--- src/design/vrap_pkg.sv ---
// Shared types, codes and address helpers for the video RAM access port.
package vrap_pkg;

  localparam int unsigned MEM_WORDS = 32768;
  localparam int unsigned MEM_AW    = $clog2(MEM_WORDS);

  localparam logic [2:0] OP_ADDR_LO = 3'd0;
  localparam logic [2:0] OP_ADDR_HI = 3'd1;
  localparam logic [2:0] OP_WR_LO   = 3'd2;
  localparam logic [2:0] OP_WR_HI   = 3'd3;
  localparam logic [2:0] OP_RD_LO   = 3'd4;
  localparam logic [2:0] OP_RD_HI   = 3'd5;

  localparam logic [1:0] CFG_STEP_SEL  = 2'd0;
  localparam logic [1:0] CFG_REMAP     = 2'd1;
  localparam logic [1:0] CFG_STEP_HI   = 2'd2;
  localparam logic [1:0] CFG_BLK_DIS   = 2'd3;

  localparam logic [1:0] REMAP_NONE = 2'd0;
  localparam logic [1:0] REMAP_R8   = 2'd1;
  localparam logic [1:0] REMAP_R9   = 2'd2;
  localparam logic [1:0] REMAP_R10  = 2'd3;

  // controller -> datapath
  typedef struct packed {
    logic              cap_req;
    logic              exec;
    logic              load_ra;
    logic              out_load;
    logic              clr_we;
    logic [MEM_AW-1:0] clr_addr;
  } vrap_cmd_t;

  // datapath -> controller
  typedef struct packed {
    logic fetch;
  } vrap_sts_t;

  // word address to memory index: rotate low 8/9/10 bits left by 3, keep 15 bits
  function automatic logic [MEM_AW-1:0] map_addr(input logic [15:0] a,
                                                 input logic [1:0]  remap);
    logic [14:0] m;
    unique case (remap)
      REMAP_R8:  m = {a[14:8],  a[4:0], a[7:5]};
      REMAP_R9:  m = {a[14:9],  a[5:0], a[8:6]};
      REMAP_R10: m = {a[14:10], a[6:0], a[9:7]};
      default:   m = a[14:0];
    endcase
    return m[MEM_AW-1:0];
  endfunction

  function automatic logic [15:0] step_size(input logic [1:0] sel);
    logic [15:0] s;
    unique case (sel)
      2'd0:    s = 16'd1;
      2'd1:    s = 16'd32;
      default: s = 16'd128;
    endcase
    return s;
  endfunction

endpackage

--- src/design/vrap_ctrl.sv ---
// Controller: clearing pass, request sequencing and output handshake.
module vrap_ctrl
  import vrap_pkg::*;
(
  input  logic      clk,
  input  logic      rst_n,
  input  logic      in_valid,
  output logic      in_ready,
  output logic      out_valid,
  input  logic      out_ready,
  input  vrap_sts_t sts,
  output vrap_cmd_t cmd
);

  localparam logic [2:0] ST_CLR  = 3'd0;
  localparam logic [2:0] ST_IDLE = 3'd1;
  localparam logic [2:0] ST_EXEC = 3'd2;
  localparam logic [2:0] ST_LOAD = 3'd3;
  localparam logic [2:0] ST_FIN  = 3'd4;

  logic [2:0]        state_r, state_nxt;
  logic [MEM_AW-1:0] clr_cnt_r, clr_cnt_nxt;
  logic              out_valid_r, out_valid_nxt;
  logic              out_free, accept;

  assign out_free = !out_valid_r || out_ready;
  assign in_ready = (state_r == ST_IDLE) || ((state_r == ST_FIN) && out_free);
  assign accept   = in_valid && in_ready;

  always_comb begin
    state_nxt    = state_r;
    clr_cnt_nxt  = clr_cnt_r;
    cmd          = '0;
    cmd.clr_addr = clr_cnt_r;
    cmd.cap_req  = accept;
    unique case (state_r)
      ST_CLR: begin
        cmd.clr_we  = 1'b1;
        clr_cnt_nxt = clr_cnt_r + 1'b1;
        if (&clr_cnt_r) begin
          state_nxt = ST_IDLE;
        end
      end
      ST_IDLE: begin
        if (accept) begin
          state_nxt = ST_EXEC;
        end
      end
      ST_EXEC: begin
        cmd.exec  = 1'b1;
        state_nxt = sts.fetch ? ST_LOAD : ST_FIN;
      end
      ST_LOAD: begin
        cmd.load_ra = 1'b1;
        state_nxt   = ST_FIN;
      end
      ST_FIN: begin
        if (out_free) begin
          cmd.out_load = 1'b1;
          state_nxt    = accept ? ST_EXEC : ST_IDLE;
        end
      end
      default: state_nxt = ST_IDLE;
    endcase
  end

  assign out_valid_nxt = cmd.out_load ? 1'b1 : (out_ready ? 1'b0 : out_valid_r);

  always_ff @(posedge clk) begin
    if (!rst_n) begin
      state_r     <= ST_CLR;
      clr_cnt_r   <= '0;
      out_valid_r <= 1'b0;
    end else begin
      state_r     <= state_nxt;
      clr_cnt_r   <= clr_cnt_nxt;
      out_valid_r <= out_valid_nxt;
    end
  end

  assign out_valid = out_valid_r;

endmodule

--- config.mk ---
export PLATFORM = sky130hd
export DESIGN_NAME = vrap_ctrl
export DESIGN_NICKNAME = d
export VERILOG_FILES = /design/src/design/vrap_pkg.sv /design/src/design/vrap_ctrl.sv
export SDC_FILE = /design/constraint.sdc
export NUM_CORES = 1
export LEC_CHECK = 0
export ABC_AREA = 1
export BUFFER_PORTS_ARGS = -buffer_cell sky130_fd_sc_hd__buf_2
export CAP_MARGIN = 40
export CORE_UTILIZATION = 45
export CTS_BUF_LIST = sky130_fd_sc_hd__clkbuf_8
export CTS_CLUSTER_SIZE = 14
export DETAILED_ROUTE_END_ITERATION = 8
export PLACE_DENSITY = 0.78
export SLEW_MARGIN = 20
export SYNTH_ARGS = -nofsm -noshare
export SYNTH_HDL_FRONTEND = slang
export SYNTH_SLANG_ARGS = --single-unit
--- constraint.sdc ---
create_clock -name clk -period 4.3 [get_ports clk]
set_clock_uncertainty 0.15 [all_clocks]
set_input_delay 0.43 -clock clk [delete_from_list [all_inputs] [get_ports clk]]
set_output_delay 0.43 -clock clk [all_outputs]
set_load 0.02 [all_outputs]
Yosys cells after proc, flatten, opt, wreduce, memory -nomap -nowiden
Cells that the tools add are included.
{"block": "word_totals", "inputBits": 5, "output_inout_bits": 22, "word_cells": 33, "register_bits": 19}
{"block": "classes", "mux": 13, "reduce_logical": 9, "n_eq_ne": 7, "addsub": 1}
{"operator": "$add 15x1->15 const B", "count": 1}
{"operator": "$pmux 3 s5", "count": 1}
{"operator": "$reduce_and 15->1", "count": 1}
{"operator": "$mux 3", "count": 4}
{"operator": "$mux 1", "count": 7}
{"operator": "$eq 3x2->1 const B", "count": 2}
{"operator": "$ne 2x2->1 const B", "count": 3}
{"operator": "$eq 3x1->1 const B", "count": 1}
{"operator": "$eq 3x3->1 const B", "count": 1}
{"operator": "$logic_not 3->1", "count": 1}
{"operator": "$reduce_and 3->1", "count": 1}
{"operator": "$logic_and 1x1->1", "count": 2}
{"operator": "$logic_or 1x1->1", "count": 2}
{"operator": "$mux 2", "count": 1}
{"operator": "$reduce_bool 2->1", "count": 1}
{"operator": "$logic_not 1->1", "count": 1}

Longest topological paths before layout
Gate-level depths: netlist of run 1.
{"block": "depth", "ltp_word": 8, "ltp_mapped": 10, "depth_no_buf": 10}

Worst setup path after synthesis of run 1
Ideal clock, no wire load.
{"block": "synth_timing", "kind": "register to register", "start": "register clr_cnt_r[0]", "end": "register clr_cnt_r[10]", "period_less_slack_ns": 1.646, "path_stages_with_launch": 11, "n_path_buf": 0, "setup_time_ns": 0.113, "slack_ns": 2.654, "t_required_ns": 4.037, "arrival_time_ns": 1.383, "cell_sequence": "dfxtp_1 > ha_1 > inv_1 > nor2_2 > nand2_1 > nor2_1 > nand2_1 > nor2_1 > nand2_1 > nand2_1 > nor2_1"}
{"block": "synth_via", "elab_chain_cells": 1}
{"element": "from (decl)", "line": "vrap_ctrl.sv:22", "rtl": "logic [MEM_AW-1:0] clr_cnt_r, clr_cnt_nxt;"}
{"element": "from (signal assigned)", "line": "vrap_ctrl.sv:76", "rtl": "clr_cnt_r <= clr_cnt_nxt;"}
{"element": "$add 15x1->15", "line": "vrap_ctrl.sv:39", "rtl": "clr_cnt_nxt = clr_cnt_r + 1'b1;"}
No other way between the ends.
A chain may end at the register's enable or synchronous reset.

==> results of run 1 <==
power by group:
part	switching, W	internal, W	leakage, nW
sequential	0.0000138	0.000189	0.154
clock	0.0000536	0.0000634	0.0269
combinational	0.0000716	0.0000349	0.388
sequential cells by signal, summed over array words and instances, names as in the netlist:
register and flops:
clr_cnt_r 15, state_r 3, out_valid 1
cells in the final DEF, fill, tap and decap left out, drive strengths merged:
cell type,instances
clkinv,1
clkbuf,3
nand4,5
a21oi,10
o211ai,1
nor2,35
dfxtp,19
and3,1
ha,1
o21ai,7
nor3,2
xor2,2
nand3,10
buf,26
o21a,1
or2,1
inv,22
nand2,36
critical path, stage by stage, from the launching register on:
cell	delay (ns)
dfxtp_1	0.34
nor2_4	0.18
nand2_1	0.13
nor2_1	0.15
inv_1	0.08
a21oi_1	0.11
buf_2	0.17
cell families after synthesis:
logic type | after synthesis | share of synthesized area [%]
AND/OR/NAND/NOR | 90 | 40.2
buffers and inverters | 25 | 10.1
AO/OA/AOI/OAI | 19 | 9.74
flip-flops | 19 | 37.0
XOR/XNOR | 2 | 1.71
adder cells (fa/ha/maj) | 1 | 1.22
routing by layer:
layer  global-route usage, %  share of wire, %  vias to the layer above
li1                        -                 -                      546
met1                    22.6                45                      452
met2                    34.7                48                       29
met3                    2.78               4.7                        5
met4                    9.52               1.6                        0
met5                       0                 0                        -
final cells by class:
class / count / area (um^2)
inverter: 22 / 85.1
clock inverter: 1 / 3.75
fill: 206 / 845
sequential: 19 / 380
timing repair buffer: 26 / 130
multi-input combinational: 112 / 543
tap: 27 / 33.8
clock buffer: 3 / 41.3
metrics by stage:
step	total power (W)	area (um^2)
floorplan	0.000285	1030
global placement	0.000311	1170
detailed placement	0.000314	1170
CTS	0.000430	1220
global route	0.000456	1220
finish	0.000426	1220
how the worst min path moves through the flow:
stage / endpoint / depth (start not counted) / from
final: clr_cnt_r[7] / 2 / clr_cnt_r[7]
after global routing: clr_cnt_r[10] / 3 / rst_n
after CTS: clr_cnt_r[7] / 2 / clr_cnt_r[7]
after detailed placement: clr_cnt_r[7] / 2 / clr_cnt_r[7]
after global placement: clr_cnt_r[7] / 2 / clr_cnt_r[7]
after floorplan: clr_cnt_r[7] / 2 / clr_cnt_r[7]
==> flow_summary_export.csv, run 1 <==
group,metric,value,unit
run_status,outcome,"complete, no violations",
power_and_ir_drop,p_per_area,350,nW/um^2
die,die_w,49.8,um
logic_synthesis,syn_inst,156,
critical_path,rr_worst_depth,10,
placed_design,post-dp-hpwl,1.67,mm
sta,hold_slack,0.338,ns
logic_synthesis,yosysMostFrequentCell,"nand2_1",
cts,clk_pin_slew,0.06,ns
logic_synthesis,synthArstFlopShare,0,%
sta,setup_violations,0,
sta,tns,0,ns
logic_synthesis,syn_area_per_cell,6.58,um^2
cts,post_cts_buffers,0,
logic_synthesis,synth_seq_cells,19,
detailed_routing,routed_wl,2.10,mm
critical_path,crit_end,"cmd[19]",
critical_path,regToRegSetupSlack,2.61,ns
critical_path,cp_data_arrival_time,1.42,ns
global_route,grt_use_total,19.5,%
logic_synthesis,synth_common_cells,"nand2_1, nor2_1, dfxtp_1, inv_1, a21oi_1",
sta,fmax,501,MHz
detailed_routing,drcViolationCount,0,
global_route,grt_pass1_vias,963,
detailed_routing,drt_iter0_drc,18,
die,die_h,49.8,um
global_route,grt_pass1_wl,3.80,mm
cts,cts_resized,0,
detailed_routing,drt-pass1-iter-count,4,
cts,clk_latency,0.25,ns
global_route,grt_max_degree,12,
logic_synthesis,ys_seq_area_share,37.0,%
critical_path,required,3.72,ns
logic_synthesis,synth.top_cell.area_share,37.0,%
layout,final_layout_size_suffix_gt1_share,20.8,%
hold_path,hold_class,"flip-flop to flip-flop",
detailed_routing,via_count,1032,
logic_synthesis,synth_nets,162,
critical_path,crit_start,"state_r[1]",
detailed_routing,via_per_inst,4.91,
layout,area_delta_synth_final,18.5,%
power_and_ir_drop,ir_drop,0.199,mV
layout,n_antenna_cell,0,
placed_design,dp_slack,2.59,ns
placed_design,gp_congestion,0.829,
layout,nNetsFinal,190,
die,io_pins,27,
die,design.core.area,2060,um^2
logic_synthesis,ys_warn_count,0,
cts,numCtsBuffers,3,
placed_design,portBuffers,26,
logic_synthesis,synth.distinct_cells,24,
critical_path,path_max_fanout,4,
detailed_routing,wl_per_cell,9.99,um
layout,final_cells,210,
layout,fin_util,59.0,%
cts,htreeDepth,1,
critical_path,endpoint_kind,"output port",
detailed_routing,ant_nets,0,
logic_synthesis,yosys_most_used_dff,"dfxtp_1",
sta,relSlewSlack,81.0,%
critical_path,r2r-start,"clr_cnt_r[0]",
sta,hold_viol,0,
logic_synthesis,synthesis.area,1030,um^2
sta,timing.final.crit_share,46.4,%
logic_synthesis,yosys-top-cells-area,"dfxtp_1, nand2_1, nor2_1",
power_and_ir_drop,leakage,0.569,nW
logic_synthesis,synth-edff-count,0,
critical_path,r2r-end,"clr_cnt_r[10]",
sta,min_period,2.00,ns
critical_path,critPathLaunchType,"flip-flop",
sta,rsz0062_at_grt,"no",
cts,clk_path_buf_depth,2,
cts,hold_buffers,0,
critical_path,path_class,"flip-flop to output port",
cts,clockRootBuffer,"clkbuf_8",
placed_design,dp_cells,206,
die,dieArea,2480,um^2
global_route,antenna_found_initial,0,
die,start_util,49.8,%
global_route,overflow,0,
sta,tightestPinTransition,0.283,ns
cts,cts_tree,"built",
cts,cts_sinks,19,
sta,slew_viol_final,0,
logic_synthesis,netlist.top_cell.by_area,"dfxtp_1",
job,cap_violations,0,
die,fp-row-count,16,
sta,setup_ws,2.30,ns
No activity file was read; power rests on OpenSTA's default activity.
==> run 2, diff against run 1 <==
==> constraint.sdc (replaced) <==
create_clock -name clk -period 1.86 [get_ports clk]
set_clock_uncertainty 0.15 [all_clocks]
set_input_delay 0.186 -clock clk [delete_from_list [all_inputs] [get_ports clk]]
set_output_delay 0.186 -clock clk [all_outputs]
set_load 0.02 [all_outputs]
==> run 2 against run 1 <==
  * Sequential power is 130% higher
  * Cell area is 1.2% higher
  * First-iteration DRC count is 22% higher
  * Final cell count is 0.95% higher
==> flow_summary_export.csv, run 2 (synthesized netlist as in run 1, its figures left out) <==
group,metric,value,unit
sta,hold_slack,0.0988,ns
power_and_ir_drop,clockPowerShare,27.7,%
die,die_w,49.8,um
layout,regMostFlops,"clr_cnt_r",
critical_path,r2r-end,"clr_cnt_r[10]",
layout,n_antenna_cell,0,
critical_path,slowest_stage,"dfxtp_1",
hold_path,min-delay-start,"out_ready",
die,io_pins,27,
die,start_util,49.8,%
global_route,antenna_found_initial,0,
layout,nNetsFinal,192,
power_and_ir_drop,power.internal,0.000678,W
cts,clk_path_buf_depth,2,
hold_path,min_path_cells,4,
critical_path,critPathLaunchType,"flip-flop",
hold_path,holdPathEnd,"out_valid",
detailed_routing,wl_per_cell,10.4,um
detailed_routing,via_per_inst,4.81,
detailed_routing,drt_iter0_drc,22,
layout,final_common_cell,"nand2_1",
power_and_ir_drop,leakage,0.577,nW
detailed_routing,drcViolationCount,0,
sta,setup_ws,0.169,ns
placed_design,dp_slack,0.268,ns
placed_design,post-dp-hpwl,1.70,mm
layout,fin_util,59.8,%
sta,relSlewSlack,81.5,%
critical_path,endpoint_kind,"output port",
power_and_ir_drop,combPwrFrac,26.3,%
detailed_routing,via_count,1020,
die,dieArea,2480,um^2
power_and_ir_drop,power_switching,0.000340,W
cts,numCtsBuffers,3,
power_and_ir_drop,p_per_area,826,nW/um^2
sta,fmax,591,MHz
die,die_h,49.8,um
critical_path,rr_worst_depth,10,
placed_design,portBuffers,26,
critical_path,path_max_fanout,4,
layout,final_cells,212,
power_and_ir_drop,ir_drop,0.698,mV
critical_path,regToRegSetupSlack,0.26,ns
cts,cts_resized,0,
critical_path,slowest_delay,0.35,ns
sta,setup_violations,0,
global_route,grt_max_degree,12,
cts,clockRootBuffer,"clkbuf_8",
die,fp-row-count,16,
critical_path,required,1.52,ns
critical_path,path_class,"flip-flop to output port",
cts,htreeDepth,1,
critical_path,cp_data_arrival_time,1.36,ns
placed_design,dp_cells,206,
critical_path,crit_chain,"nor2_4, nand2_1, nor2_1, inv_1, a21oi_1, buf_2",
sta,tns,0,ns
sta,hold_viol,0,
run_status,outcome,"complete, no violations",
cts,clk_latency,0.26,ns
cts,clk_pin_slew,0.07,ns
die,design.core.area,2060,um^2
global_route,grt_pass1_vias,901,
layout,final_cell_mix,"nand2_1, nor2_1, buf_2",
global_route,grt_pass1_wl,3.82,mm
critical_path,r2r-start,"clr_cnt_r[0]",
global_route,grt_use_total,20.4,%
job,cap_violations,0,
placed_design,gp_congestion,0.800,
detailed_routing,ant_nets,0,
sta,rsz0062_at_grt,"no",
detailed_routing,drt-pass1-iter-count,4,
cts,cts_tree,"built",
cts,cts_sinks,19,
power_and_ir_drop,switching_share,33.4,%
layout,area_delta_synth_final,20.0,%
sta,tightestPinTransition,0.275,ns
layout,largest_reg_flops,15,
detailed_routing,routed_wl,2.22,mm
sta,slew_viol_final,0,
power_and_ir_drop,pwr-share-seq,46.0,%
sta,min_period,1.69,ns
sta,timing.final.crit_share,90.9,%
global_route,overflow,0,
hold_path,hold_class,"primary input to flip-flop",
layout,final_layout_size_suffix_gt1_share,21.6,%
==> run 2: final cells by class <==
cell class / count / area [um^2]
Clock buffer: 3 / 41.3
Sequential cell: 19 / 380
Clock inverter: 1 / 3.75
Timing Repair Buffer: 28 / 145
Tap cell: 27 / 33.8
Multi-Input combinational cell: 112 / 543
Fill cell: 206 / 830
Inverter: 22 / 85.1
==> run 2: stage by stage <==
stage                     power (W)  instance area, um^2
after floorplan            0.000658                 1030
after global placement     0.000718                 1170
after detailed placement   0.000729                 1170
after CTS                   0.00101                 1220
after global routing        0.00108                 1230
final                       0.00102                 1230
==> run 2: worst max-delay path by stage <==
stage | from | to
final | state_r[0] | cmd[19]
after global routing | state_r[0] | cmd[19]
after CTS | state_r[1] | cmd[19]
after detailed placement | clr_cnt_r[0] | clr_cnt_r[10]
after global placement | clr_cnt_r[0] | clr_cnt_r[10]
after floorplan | clr_cnt_r[0] | clr_cnt_r[10]
==> run 2: layer usage <==
metal  track usage [%]  wire length [um]  vias up  part of all wire [%]
met3              4.63               105        4                   4.7
li1                  -                 -      546                     -
met4              8.57                40        0                   1.8
met1              25.0              1020      445                    46
met2              33.8              1050       25                    48
met5                 0                 0        -                     0
==> run 2: what timing repair did <==
| item | 4_1_cts | 5_1_grt |
|---|---|---|
| hold buffers | 0 | 0 |
| buffers inserted | 0 | 2 |
| endpoints found under the setup margin | 0 | 1 |
==> run 2: power by group through the flow <==
stage | combinational (W) | clock (W) | sequential, W
6_report | 0.000268 | 0.000282 | 0.000468
3_3_place_gp | 0.000243 | 0 | 0.000474
3_5_place_dp | 0.000250 | 0 | 0.000479
4_1_cts | 0.000252 | 0.000288 | 0.000469
5_1_grt | 0.000299 | 0.000305 | 0.000473
2_1_floorplan | 0.000156 | 0 | 0.000502
==> run 2: worst max-delay path: cells and delay by family (launching register included) <==
family	cells	cell delay (ns)
flip-flops	1	0.35
AND/OR/NAND/NOR	3	0.38
AO/OA/AOI/OAI	1	0.12
buffers and inverters	2	0.25
==> run 3, diff against run 2 <==
--- a/config.mk
+++ b/config.mk
@@ -13,6 +13,7 @@
 export CTS_CLUSTER_SIZE = 14
 export DETAILED_ROUTE_END_ITERATION = 8
 export PLACE_DENSITY = 0.78
+export RECOVER_POWER = 25
 export SLEW_MARGIN = 20
 export SYNTH_ARGS = -nofsm -noshare
 export SYNTH_HDL_FRONTEND = slang
==> run 3 against run 2 <==
  * Final cell count unchanged
  * Cell area decreased by 0.91%
  * Core utilization decreased by 0.55 points
  * Register-to-register slack about the same
  * First-iteration DRC count decreased by 27%
  * Largest cell class unchanged
  * Wire length unchanged
  * Critical endpoint unchanged
  * Die area unchanged
  * Sequential power about the same
  * Combinational power decreased by 2%
  * Clock power about the same
  * Global-route usage unchanged
==> flow_summary_export.csv, run 3 (synthesized netlist as in run 1, its figures left out) <==
group,metric,value,unit
critical_path,slowest_delay,0.35,ns
sta,setup_violations,0,
cts,htreeDepth,1,
layout,stdcell_area,1220,um^2
placed_design,portBuffers,26,
global_route,grt_pass1_wl,3.82,mm
power_and_ir_drop,p_per_area,831,nW/um^2
sta,tns,0,ns
power_and_ir_drop,ir_drop,0.708,mV
sta,slew_viol_final,0,
global_route,overflow,0,
sta,hold_viol,0,
die,fp-row-count,16,
sta,fmax,591,MHz
cts,hold_buffers,0,
cts,clk_path_buf_depth,2,
layout,final_common_cell,"nand2_1",
cts,cts_sinks,19,
layout,seq_area,380,um^2
layout,area_delta_synth_final,18.9,%
placed_design,post-dp-hpwl,1.70,mm
layout,n_fill_cell,214,
global_route,grt_use_total,20.4,%
sta,rsz0062_at_grt,"no",
run_status,outcome,"complete, no violations",
detailed_routing,ant_nets,0,
layout,nNetsFinal,192,
cts,numCtsBuffers,3,
critical_path,critPathLaunchType,"flip-flop",
cts,clockRootBuffer,"clkbuf_8",
critical_path,path_class,"flip-flop to output port",
power_and_ir_drop,leakage,0.539,nW
critical_path,cp_data_arrival_time,1.36,ns
detailed_routing,via_per_inst,4.78,
critical_path,slowest_stage,"dfxtp_1",
detailed_routing,drt-pass1-iter-count,4,
sta,min_period,1.69,ns
global_route,grt_max_degree,12,
power_and_ir_drop,p_total,0.00101,W
cts,post_cts_buffers,0,
job,cap_violations,0,
layout,largest_reg_flops,15,
placed_design,dpl_cell_area,1170,um^2
cts,clk_pin_slew,0.07,ns
global_route,grt_pass1_vias,901,
layout,final_cell_mix,"nand2_1, nor2_1, inv_1",
sta,tightestPinTransition,0.275,ns
die,io_pins,27,
cts,cts_tree,"built",
placed_design,gp_congestion,0.800,
hold_path,hold_class,"primary input to flip-flop",
layout,n_antenna_cell,0,
critical_path,endpoint_kind,"output port",
detailed_routing,drt_iter0_drc,16,
critical_path,crit_chain,"nor2_4, nand2_1, nor2_1, inv_1, a21oi_1, buf_2",
sta,relSlewSlack,81.6,%
critical_path,path_max_fanout,4,
detailed_routing,via_count,1014,
critical_path,required,1.52,ns
die,start_util,49.8,%
detailed_routing,wl_per_cell,10.4,um
global_route,antenna_found_initial,0,
detailed_routing,drcViolationCount,0,
die,design.core.area,2060,um^2
cts,clk_latency,0.26,ns
die,dieArea,2480,um^2
layout,multiInputGateArea,543,um^2
die,die_h,49.8,um
die,die_w,49.8,um
layout,final_layout_size_suffix_gt1_share,16.8,%
layout,regMostFlops,"clr_cnt_r",
sta,timing.final.crit_share,90.9,%
detailed_routing,routed_wl,2.22,mm
cts,cts_resized,0,
run 3: final timing paths:
check / endpoint / depth (start not counted) / startpoint / slack, ns
max reg2reg: clr_cnt_r[10] / 10 / clr_cnt_r[0] / 0.25
max: cmd[19] / 6 / state_r[0] / 0.17
min reg2reg: clr_cnt_r[7] / 2 / clr_cnt_r[7] / 0.33
min: state_r[0] / 3 / rst_n / 0.1
run 3: through the flow:
stage | worst slack, ns | utilization [%] | hold slack, ns | cells
finish | 0.169 | 59.2 | 0.0982 | 212
detailed placement | 0.268 | 56.9 | 0.325 | 206
global route | 0.0423 | 59.2 | 0.113 | 212
CTS | 0.141 | 59.0 | 0.0961 | 210
global placement | 0.321 | 56.9 | 0.317 | 206
floorplan | 0.214 | - | 0.239 | 156
run 3: metal layers:
| layer | track usage, % | vias up | share of wire [%] |
|---|---|---|---|
| met1 | 25.0 | 440 | 46 |
| met4 | 8.57 | 0 | 1.8 |
| met5 | 0 | - | 0 |
| li1 | - | 546 | - |
| met2 | 33.8 | 24 | 47 |
| met3 | 4.63 | 4 | 4.7 |
run 3: final cells by class:
cell class,count,area share [%]
multi-input combinational,112,44.5
sequential,19,31.1
timing repair buffer,28,11.0
inverter,22,6.97
clock buffer,3,3.38
tap,27,2.77
clock inverter,1,0.307
run 3: worst max-delay path, delay by kind of cell (launching register included):
family / cells / cell delay (ns)
AO/OA/AOI/OAI: 1 / 0.12
buffers and inverters: 2 / 0.25
flip-flops: 1 / 0.35
AND/OR/NAND/NOR: 3 / 0.38
run 3: where the power goes:
group | switching, W | total (W) | internal [W]
clock network | 0.000135 | 0.000282 | 0.000147
logic | 0.000173 | 0.000263 | 0.0000899
registers | 0.0000327 | 0.000469 | 0.000436
total | 0.000341 | 0.00101 | 0.000673
